`config.mk`:
```
export PLATFORM = sky130hd
export DESIGN_NAME = box_closest_point_and_normal
export DESIGN_NICKNAME = d
export VERILOG_FILES = /design/src/design/bcpn_pkg.sv /design/src/design/bcpn_axis.sv /design/src/design/bcpn_pick.sv /design/src/design/box_closest_point_and_normal.sv
export SDC_FILE = /design/constraint.sdc
export NUM_CORES = 2
export LEC_CHECK = 0
export BUFFER_PORTS_ARGS = -buffer_cell sky130_fd_sc_hd__buf_2
export CAP_MARGIN = 15
export CORE_ASPECT_RATIO = 1.1
export CORE_MARGIN = 10
export CORE_UTILIZATION = 40
export CTS_CLUSTER_DIAMETER = 200
export DETAILED_ROUTE_END_ITERATION = 16
export PLACE_DENSITY = 0.58
export SKIP_LAST_GASP = 1
export SLEW_MARGIN = 15
export SYNTH_ARGS = -nofsm -noshare
export SYNTH_HDL_FRONTEND = slang
export SYNTH_SLANG_ARGS = --single-unit
```
`constraint.sdc`:
```
create_clock -name clk_i -period 21.5 [get_ports clk_i]
set_input_delay 4.3 -clock clk_i [delete_from_list [all_inputs] [get_ports clk_i]]
set_output_delay 4.3 -clock clk_i [all_outputs]
set_load 0.005 [all_outputs]
```
`src/design/bcpn_pkg.sv`:
```
package bcpn_pkg;

  localparam int unsigned CoordW   = 32;
  localparam int unsigned KeyW     = CoordW + 2;
  localparam int unsigned FaceW    = 3;
  localparam int unsigned NumAxes  = 3;
  localparam int unsigned NumFaces = 2 * NumAxes;
  localparam int unsigned RegIdxW  = 3;

  // 1.0 in Q16.16
  localparam logic signed [CoordW-1:0] OneQ16 = 32'sh0001_0000;

  typedef logic signed [CoordW-1:0] coord_t;
  typedef logic signed [KeyW-1:0]   key_t;

  typedef enum logic [FaceW-1:0] {
    FacePosX = 3'd0,
    FacePosY = 3'd1,
    FacePosZ = 3'd2,
    FaceNegX = 3'd3,
    FaceNegY = 3'd4,
    FaceNegZ = 3'd5
  } face_e;

  typedef enum logic [RegIdxW-1:0] {
    RegLowX  = 3'd0,
    RegLowY  = 3'd1,
    RegLowZ  = 3'd2,
    RegHighX = 3'd3,
    RegHighY = 3'd4,
    RegHighZ = 3'd5
  } reg_e;

  // One face candidate: smaller key wins, the lower face code wins a tie
  typedef struct packed {
    logic  en;
    key_t  key;
    face_e face;
  } cand_t;

  // Per-axis result of the first stage
  typedef struct packed {
    coord_t clamp;
    key_t   key_pos;
    key_t   key_neg;
  } axis_t;

endpackage

```
`src/design/bcpn_axis.sv`:
```
module bcpn_axis (
  input  bcpn_pkg::coord_t p_i,
  input  bcpn_pkg::coord_t lo_i,
  input  bcpn_pkg::coord_t hi_i,
  input  logic             inside_i,
  output logic             in_range_o,
  output bcpn_pkg::axis_t  axis_o
);

  logic          below;
  logic          above_hi;
  logic          above;
  bcpn_pkg::key_t pe;
  bcpn_pkg::key_t le;
  bcpn_pkg::key_t he;

  assign below    = p_i < lo_i;
  assign above_hi = p_i > hi_i;
  assign above    = !below && above_hi;

  assign in_range_o = !below && !above_hi;

  assign pe = {{2{p_i[bcpn_pkg::CoordW-1]}}, p_i};
  assign le = {{2{lo_i[bcpn_pkg::CoordW-1]}}, lo_i};
  assign he = {{2{hi_i[bcpn_pkg::CoordW-1]}}, hi_i};

  always_comb begin
    axis_o.clamp = below ? lo_i : (above ? hi_i : p_i);
    // Inside: plane distances. Outside: +face keys q-p, -face keys p-q, so the
    // largest signed offset component becomes the smallest key.
    if (inside_i || above) begin
      axis_o.key_pos = he - pe;
    end else if (below) begin
      axis_o.key_pos = le - pe;
    end else begin
      axis_o.key_pos = '0;
    end
    if (inside_i || below) begin
      axis_o.key_neg = pe - le;
    end else if (above) begin
      axis_o.key_neg = pe - he;
    end else begin
      axis_o.key_neg = '0;
    end
  end

endmodule

```
`src/design/bcpn_pick.sv`:
```
module bcpn_pick (
  input  bcpn_pkg::cand_t a_i,
  input  bcpn_pkg::cand_t b_i,
  output bcpn_pkg::cand_t y_o
);

  // a comes earlier in face order: b must be strictly smaller to win
  assign y_o = (b_i.en && (!a_i.en || (b_i.key < a_i.key))) ? b_i : a_i;

endmodule

```
`src/design/box_closest_point_and_normal.sv`:
```
// Closest point on an axis-aligned box surface and its face, for a stream of
// signed Q16.16 query points. One beat in, one beat out; a new point is taken
// every cycle while the output is not stalled, and each result passes the four
// register stages: per-axis clamp and face keys, pairwise face minimum, final
// face minimum, output register. Back-pressure stalls only as far as needed:
// empty stages still fill while the output waits. The box corners come from
// the write port and must only change while no point is in flight. DIMS = 2
// drops the z axis: near_z reads 0 and the z faces are never chosen.
module box_closest_point_and_normal #(
  parameter int unsigned DIMS = 3
) (
  input  logic         clk_i,
  input  logic         rst_ni,
  input  logic         cfg_we_i,
  input  logic [2:0]   cfg_idx_i,
  input  logic [31:0]  cfg_data_i,
  input  logic         s_axis_tvalid,
  output logic         s_axis_tready,
  input  logic [95:0]  s_axis_tdata,  // point_x, point_y, point_z
  output logic         m_axis_tvalid,
  input  logic         m_axis_tready,
  output logic [103:0] m_axis_tdata   // near_x, near_y, near_z, face_index, was_inside, pad
);

  localparam int unsigned NA = bcpn_pkg::NumAxes;
  localparam int unsigned NF = bcpn_pkg::NumFaces;
  localparam int unsigned CW = bcpn_pkg::CoordW;

  bcpn_pkg::coord_t low_q  [NA];
  bcpn_pkg::coord_t high_q [NA];

  // configuration registers
  always_ff @(posedge clk_i or negedge rst_ni) begin
    if (!rst_ni) begin
      for (int a = 0; a < NA; a++) begin
        low_q[a]  <= '0;
        high_q[a] <= bcpn_pkg::OneQ16;
      end
    end else if (cfg_we_i) begin
      case (bcpn_pkg::reg_e'(cfg_idx_i))
        bcpn_pkg::RegLowX:  low_q[0]  <= cfg_data_i;
        bcpn_pkg::RegLowY:  low_q[1]  <= cfg_data_i;
        bcpn_pkg::RegLowZ:  low_q[2]  <= cfg_data_i;
        bcpn_pkg::RegHighX: high_q[0] <= cfg_data_i;
        bcpn_pkg::RegHighY: high_q[1] <= cfg_data_i;
        bcpn_pkg::RegHighZ: high_q[2] <= cfg_data_i;
        default: ;
      endcase
    end
  end

  // stage handshake
  logic v1_q, v2_q, v3_q, v4_q;
  logic rdy1, rdy2, rdy3, rdy4;

  assign rdy4 = !v4_q || m_axis_tready;
  assign rdy3 = !v3_q || rdy4;
  assign rdy2 = !v2_q || rdy3;
  assign rdy1 = !v1_q || rdy2;
  assign s_axis_tready = rdy1;

  always_ff @(posedge clk_i or negedge rst_ni) begin
    if (!rst_ni) begin
      v1_q <= 1'b0;
      v2_q <= 1'b0;
      v3_q <= 1'b0;
      v4_q <= 1'b0;
    end else begin
      if (rdy1) v1_q <= s_axis_tvalid;
      if (rdy2) v2_q <= v1_q;
      if (rdy3) v3_q <= v2_q;
      if (rdy4) v4_q <= v3_q;
    end
  end

  // stage 1: clamp and face keys
  bcpn_pkg::coord_t p_in  [NA];
  bcpn_pkg::coord_t lo_in [NA];
  bcpn_pkg::coord_t hi_in [NA];
  bcpn_pkg::axis_t  ax    [NA];
  logic [NA-1:0]    in_range;
  logic             in_box;
  bcpn_pkg::cand_t  cand  [NF];

  assign in_box = &in_range;

  for (genvar a = 0; a < NA; a++) begin : g_axis
    localparam bit Used = (a < DIMS);
    // an unused axis sees zeros everywhere, so it is in range and clamps to 0
    assign p_in[a]  = Used ? s_axis_tdata[a*CW +: CW] : '0;
    assign lo_in[a] = Used ? low_q[a]  : '0;
    assign hi_in[a] = Used ? high_q[a] : '0;

    bcpn_axis u_axis (
      .p_i        (p_in[a]),
      .lo_i       (lo_in[a]),
      .hi_i       (hi_in[a]),
      .inside_i   (in_box),
      .in_range_o (in_range[a]),
      .axis_o     (ax[a])
    );

    assign cand[a].en        = Used;
    assign cand[a].key       = ax[a].key_pos;
    assign cand[a].face      = bcpn_pkg::face_e'(3'(a));
    assign cand[a + NA].en   = Used;
    assign cand[a + NA].key  = ax[a].key_neg;
    assign cand[a + NA].face = bcpn_pkg::face_e'(3'(a + NA));
  end

  bcpn_pkg::cand_t  cand1_q   [NF];
  bcpn_pkg::coord_t clamp1_q  [NA];
  bcpn_pkg::coord_t lo1_q     [NA];
  bcpn_pkg::coord_t hi1_q     [NA];
  logic             inside1_q;

  always_ff @(posedge clk_i) begin
    if (rdy1) begin
      for (int f = 0; f < NF; f++) cand1_q[f] <= cand[f];
      for (int a = 0; a < NA; a++) begin
        clamp1_q[a] <= ax[a].clamp;
        lo1_q[a]    <= lo_in[a];
        hi1_q[a]    <= hi_in[a];
      end
      inside1_q <= in_box;
    end
  end

  // stage 2: pairwise minimum in face order
  bcpn_pkg::cand_t  pair    [NA];
  bcpn_pkg::cand_t  pair2_q [NA];
  bcpn_pkg::coord_t clamp2_q [NA];
  bcpn_pkg::coord_t lo2_q    [NA];
  bcpn_pkg::coord_t hi2_q    [NA];
  logic             inside2_q;

  for (genvar k = 0; k < NA; k++) begin : g_pair
    bcpn_pick u_pick (
      .a_i (cand1_q[2*k]),
      .b_i (cand1_q[2*k + 1]),
      .y_o (pair[k])
    );
  end

  always_ff @(posedge clk_i) begin
    if (rdy2) begin
      for (int k = 0; k < NA; k++) pair2_q[k] <= pair[k];
      for (int a = 0; a < NA; a++) begin
        clamp2_q[a] <= clamp1_q[a];
        lo2_q[a]    <= lo1_q[a];
        hi2_q[a]    <= hi1_q[a];
      end
      inside2_q <= inside1_q;
    end
  end

  // stage 3: final minimum
  bcpn_pkg::cand_t  win01;
  bcpn_pkg::cand_t  win;
  bcpn_pkg::face_e  face3_q;
  bcpn_pkg::coord_t clamp3_q [NA];
  bcpn_pkg::coord_t lo3_q    [NA];
  bcpn_pkg::coord_t hi3_q    [NA];
  logic             inside3_q;

  bcpn_pick u_pick_a (
    .a_i (pair2_q[0]),
    .b_i (pair2_q[1]),
    .y_o (win01)
  );

  bcpn_pick u_pick_b (
    .a_i (win01),
    .b_i (pair2_q[2]),
    .y_o (win)
  );

  always_ff @(posedge clk_i) begin
    if (rdy3) begin
      face3_q <= win.face;
      for (int a = 0; a < NA; a++) begin
        clamp3_q[a] <= clamp2_q[a];
        lo3_q[a]    <= lo2_q[a];
        hi3_q[a]    <= hi2_q[a];
      end
      inside3_q <= inside2_q;
    end
  end

  // stage 4: move the chosen coordinate onto its face, register the beat
  bcpn_pkg::coord_t near   [NA];
  bcpn_pkg::coord_t near4_q [NA];
  bcpn_pkg::face_e  face4_q;
  logic             inside4_q;

  always_comb begin
    for (int a = 0; a < NA; a++) begin
      if (inside3_q && (face3_q == bcpn_pkg::face_e'(3'(a)))) begin
        near[a] = hi3_q[a];
      end else if (inside3_q && (face3_q == bcpn_pkg::face_e'(3'(a + NA)))) begin
        near[a] = lo3_q[a];
      end else begin
        near[a] = clamp3_q[a];
      end
    end
  end

  always_ff @(posedge clk_i) begin
    if (rdy4) begin
      for (int a = 0; a < NA; a++) near4_q[a] <= near[a];
      face4_q   <= face3_q;
      inside4_q <= inside3_q;
    end
  end

  assign m_axis_tvalid = v4_q;
  assign m_axis_tdata  = {4'b0000, inside4_q, face4_q, near4_q[2], near4_q[1], near4_q[0]};

endmodule

```
# [Word level (Yosys, flattened, before mapping)]
# Memory sizes are Yosys's and may differ from the RTL's.
# Cells that the tools add are included.
[totals] elab_cells=154 input_bits=136 latchBits=0 register_bits=206 mem_count=12 rom_bits=0 ram_bits=1296
[mem_list] memory="cand1_q" words=6 width=37 read_ports=6 rd_clocked_by_memory_dff=0 wr=6 line_no="box_closest_point_and_normal.sv:111" text="bcpn_pkg::cand_t cand1_q [NF];"
[mem_list] memory="pair2_q" words=3 width=38 read_ports=3 rd_clocked_by_memory_dff=0 wr=3 line_no="box_closest_point_and_normal.sv:131" text="bcpn_pkg::cand_t pair2_q [NA];"
[mem_list] memory="clamp1_q" words=3 width=32 read_ports=3 rd_clocked_by_memory_dff=0 wr=3 line_no="box_closest_point_and_normal.sv:112" text="bcpn_pkg::coord_t clamp1_q [NA];"
[mem_list] memory="clamp2_q" words=3 width=32 read_ports=3 rd_clocked_by_memory_dff=0 wr=3 line_no="box_closest_point_and_normal.sv:132" text="bcpn_pkg::coord_t clamp2_q [NA];"
[mem_list] memory="clamp3_q" words=3 width=32 read_ports=3 rd_clocked_by_memory_dff=0 wr=3 line_no="box_closest_point_and_normal.sv:161" text="bcpn_pkg::coord_t clamp3_q [NA];"
[mem_list] memory="hi1_q" words=3 width=32 read_ports=3 rd_clocked_by_memory_dff=0 wr=3 line_no="box_closest_point_and_normal.sv:114" text="bcpn_pkg::coord_t hi1_q [NA];"
[mem_list] memory="6 more memories"
[op_classes] add_sub_neg=12 n_reduce_logical=56 bitwise=0 n_eq_ne=10 multipliers=0 n_mux=37 n_div=0 n_lt_le_gt_ge=11 shifts=0
[ops] cell="$mux W34" count=12
[ops] cell="$sub A32 B32 Y33" count=12
[ops] cell="$mux W32" count=12
[ops] cell="$lt A34 B34 Y1" count=5
[ops] cell="$mux W38" count=4
[ops] cell="$gt A32 B32 Y1" count=3
[ops] cell="$lt A32 B32 Y1" count=3
[ops] cell="$logic_or A1 B1 Y1" count=15
[ops] cell="$logic_and A1 B1 Y1" count=14
[ops] cell="$eq A3 B2 Y1 const B" count=4
[ops] cell="$eq A3 B3 Y1 const B" count=4
[ops] cell="$logic_not A1 Y1" count=12
[ops] cell="$reduce_and A2 Y1" count=6
[ops] cell="$mux W1" count=8
[ops] cell="$eq A3 B1 Y1 const B" count=2
[ops] cell="$logic_not A3 Y1" count=2
[ops] cell="$logic_and A1 B1 Y1 const A" count=3
[ops] cell="$logic_not A1 Y1 const A" count=3
[ops] cell="$mux W3" count=1
[ops] cell="$reduce_and A3 Y1" count=1

# [Longest topological paths before layout]
# An unclocked memory read counts as a cell.
[logic_depth] depth_word=9 ltp_mapped=25

# [Hierarchy]
# A second synthesis with hierarchy kept.
[unflattened] hier_cells=6869 area_unflattened_um2=81584.5
[by_module_without_submodules] mod="box_closest_point_and_normal" n_inst=1 cells_each=2046 area_per_inst_um2=48143.7 seq_area_each_um2=43585.6
[by_module_without_submodules] mod="bcpn_axis at g_axis[0].u_axis ..." n_inst=2 cells_each=1343 area_per_inst_um2=8936.1 seq_area_each_um2=0.0
[by_module_without_submodules] mod="bcpn_axis at g_axis[2].u_axis" n_inst=1 cells_each=1307 area_per_inst_um2=8386.8 seq_area_each_um2=0.0
[by_module_without_submodules] mod="bcpn_pick" n_inst=5 cells_each=166 area_per_inst_um2=1436.4 seq_area_each_um2=0.0

# [Worst setup path before layout]
# Ideal clock, no wire load.
[synth_timing] kind="input port to flip-flop" start="in m_axis_tready" end="mem cand1_q[0][10] (netlist name), enable pin" setup_slack_ps=-1933 path_stages=2 arrival_ps=17739 required_time_ps=15806 setup_time_ps=5694 path_cell_list="nor2b_1 -> nand4_1"
[synth_rtl] item="start: declaration" line_no="box_closest_point_and_normal.sv:21" text="input logic m_axis_tready,"
[synth_rtl] item="end: declaration" line_no="box_closest_point_and_normal.sv:111"

# [Worst setup path after layout]
[layout_timing] start="in m_axis_tready" end="out s_axis_tready"
[layout_between] elab_chain_len=4
[layout_lines] item="$logic_or A1 B1 Y1" line_no="box_closest_point_and_normal.sv:56" text="assign rdy4 = !v4_q || m_axis_tready;"
[layout_lines] item="$logic_or A1 B1 Y1" line_no="box_closest_point_and_normal.sv:57" text="assign rdy3 = !v3_q || rdy4;"
[layout_lines] item="$logic_or A1 B1 Y1" line_no="box_closest_point_and_normal.sv:58" text="assign rdy2 = !v2_q || rdy3;"
[layout_lines] item="$logic_or A1 B1 Y1" line_no="box_closest_point_and_normal.sv:59" text="assign rdy1 = !v1_q || rdy2;"
[layout_lines] item="end: declaration" line_no="box_closest_point_and_normal.sv:18" text="output logic s_axis_tready,"
# No other way between the ends.

==> metrics.md <==
| Metric | Value |
|---|---|
| Sink Count | `1466` |
| Post-synthesis cell type count | `89` |
| Most used flip-flop cell after synthesis | `edfxtp_1` |
| Root Buffer | `clkbuf_16` |
| Syn-to-layout area delta | `11.7%` |
| Area contributors post-synth | `edfxtp_1 49%, ha_1 8.8%, dfrtp_1 6.3%, o21ai_0 3.7%, a21oi_1 3.2%` |
| Crit path from | `m_axis_tready` |
| Post-DRT Antenna Nets | `0` |
| Initial Util | `40.4%` |
| Detailed-route via count | `52350` |
| Clock-pin slew on the worst setup and hold paths | `0.07 ns` |
| Detailed Route WL | `239 mm` |
| CTS resizes | `0` |
| Peak supply drop | `0.0956 mV` |
| Leak Pwr | `35.3 nW` |
| Hold violation count in the final report | `0` |
| Metal2 WL | `115 mm` |
| Final setup fails | `0` |
| CP max stage cell | `nand4_1` |
| Std cell rows | `168` |
| Highest routed metal layer | `met5` |
| CP Cell Sequence | `buf_2 > nor2b_4 > nand4_1 > buf_2` |
| Final critical-path required period | `9.84 ns` |
| Synth Warn # | `0` |
| CORE AREA | `191000 um^2` |
| DRC violations left | `0` |
| Cell mode on critical path | `buf_2` |
| Startpoint types | `input pin` |
| Sequential fraction of the synthesis area | `55.8%` |
| Antenna violations before repair | `27` |
| Setup bufs post-CTS | `0` |
| Initial DRC Count | `4204` |
| DP Cell Count | `9227` |
| Max-slew violations | `0` |
| WS Path Type | `input pin to output pin` |
| Worst-case clock buffer depth | `3` |
| FF-to-FF End | `face3_q[0]` |
| GRT Total Usage | `22.1%` |
| Crit path DAT | `5.54 ns` |
| PortBufs | `237` |
| Synth Instances | `6726` |
| Worst-skew pair later-pin latency | `0.84 ns` |
| Via/cell ratio | `5.49` |
| Tcrit/Tclk final | `45.8%` |
| # hold bufs at CTS | `0` |
| Synth Cell Area | `77100 um^2` |
| Synth Register Bits | `1466` |
| First drt pass iteration count | `5` |
| Met3 wire length | `12.1 mm` |
| Worst Reg-to-Reg Cells | `20` |
| Post-synth top area cell | `edfxtp_1` |
| Commonest cells after routing, fill and taps aside | `1270 x edfxtp_1, 562 x o21ai_0, 543 x ha_1` |
| Critical Path Sink | `s_axis_tready` |
| Slowest stage delay, CP | `0.52 ns` |
| CTS buffer count | `158` |
| Grt ovf | `0` |
| Post-DR wirelength/cell | `25.0 um` |
| Nets | `7530` |
| WP data required | `17.20 ns` |
| Status | `complete, no violations` |
| Die ar. | `211000 um^2` |
| Area share of the largest cell type after synthesis | `49.4%` |
| Crit path max fanout | `5` |
| Synth async-reset ratio | `13.4%` |
| Setup tns final | `0 ns` |
| Commonest non-fill, non-tap cell in the layout | `edfxtp_1` |
| Die H | `481 um` |
| RSZ-0062 raised after global routing | `false` |
| Post-route insts no fill | `9540` |
| Crit. End Element | `output pin` |
| Avg Cell Area, Syn | `11.5 um^2` |
| Die Wd | `439 um` |
| Hold Crit Class | `flop to flop` |
| First-pass GRT wire length | `349 mm` |
| Number of global-route vias before repair | `51505` |
| EDFF count, synth | `1270` |
| Max Clk Rate | `102 MHz` |
| Worst R2R Start | `pair2_q[0][74]` |
| M1 wire length | `105 mm` |
| Boundary Pins | `242` |
| CTS H-Tree Depth | `4` |
| Pwr Density | `143 nW/um^2` |
| RePlAce Congestion | `0.915` |
| Worst slew margin | `16.0%` |
| Max cap viols | `0` |
| Skew final | `0.0408 ns` |
| CTS tree | `yes` |
| Worst-margin pin slew | `1.25 ns` |
| Hpwl dp | `182 mm` |
| Largest net degree at the start of global routing | `112` |
| Share of cells above drive strength 1 | `10.7%` |
| Reg2Reg Setup Slack | `15.84 ns` |
==> sequential cells by signal (all words and copies together) (netlist names), 96 cells and up <==
register / cells
cand1_q: 198
pair2_q: 102
clamp3_q: 96
near4_q: 96
hi_in: 96
lo2_q: 96
lo_in: 96
hi1_q: 96
clamp1_q: 96
hi3_q: 96
lo3_q: 96
lo1_q: 96
hi2_q: 96
clamp2_q: 96
==> cell type report <==
cell class / count / area (um^2)
inverter: 493 / 1860
antenna: 16 / 40.0
timing repair buffer: 310 / 1780
clock buffer: 214 / 4320
multi-input combinational: 4409 / 31000
tap: 2550 / 3190
fill: 17591 / 105000
sequential: 1466 / 43000
clock inverter: 82 / 942
==> worst min path at each step <==
| stage | from | endpoint | slack [ns] | cells past startpoint |
|---|---|---|---|---|
| CTS | lo1_q[0][16] | lo2_q[0][16] | 0.38 | 0 |
| global route | lo1_q[0][16] | lo2_q[0][16] | 0.40 | 0 |
| global placement | hi2_q[0][92] | hi3_q[0][92] | 0.40 | 0 |
| finish | lo1_q[0][16] | lo2_q[0][16] | 0.39 | 0 |
| floorplan | clamp1_q[0][0] | clamp2_q[0][0] | 0.40 | 0 |
| detailed placement | clamp1_q[0][15] | clamp2_q[0][15] | 0.40 | 0 |
==> kinds of logic after synthesis <==
logic type / Yosys count / synth area share [%]
mux: 262 / 3.62
buf+inv: 854 / 4.26
compound gates: 1963 / 15.7
flops: 1466 / 55.8
xor+xnor: 330 / 3.75
simple gates: 1294 / 7.72
fa+ha+maj: 556 / 9.14
other cells: 1 / 0.00486
==> worst max-delay path, delay by kind of cell <==
family        cells  cell delay, ns
buf+inv           2            0.46
simple gates      2            0.77
==> cells in the mapped netlist (all sizes together) (67+ instances only) <==
library cell,n
nor2,301
inv,493
xor2,137
mux2i,128
buf,67
mux2,134
nor2b,67
nand2,523
clkbuf,294
edfxtp,1270
dfrtp,193
a21oi,495
xnor2,193
ha,544
o22ai,166
a21o,211
a31oi,74
nand3,89
o21ai,577
nand4,68
a211oi,87
==> where the power goes <==
part | switching, W | internal (W) | total [W]
clock | 0.00117 | 0.00160 | 0.00277
combinational | 0.00286 | 0.00172 | 0.00458
sequential | 0.000541 | 0.00442 | 0.00497
==> metrics by stage <==
step                      setup slack (ns)  util (%)  hold slack [ns]  area, um^2  total power [W]
after floorplan                      -1.78         -            0.400       77100          0.00798
after global placement               11.65      42.3            0.400       80800          0.00948
after detailed placement             11.66      42.3            0.405       80800          0.00956
after CTS                            11.66      45.1            0.380       86100           0.0124
after global routing                 11.62      45.1            0.399       86100           0.0131
final                                11.66      45.1            0.391       86200           0.0123
==> layer usage <==
layer / global-route usage (%) / vias to the layer above
met5: 0 / -
met4: 6.12 / 20
met3: 3.37 / 260
met2: 36.8 / 1280
met1: 29.8 / 25928
li1: - / 24862
(Power assumes the default switching activity.)
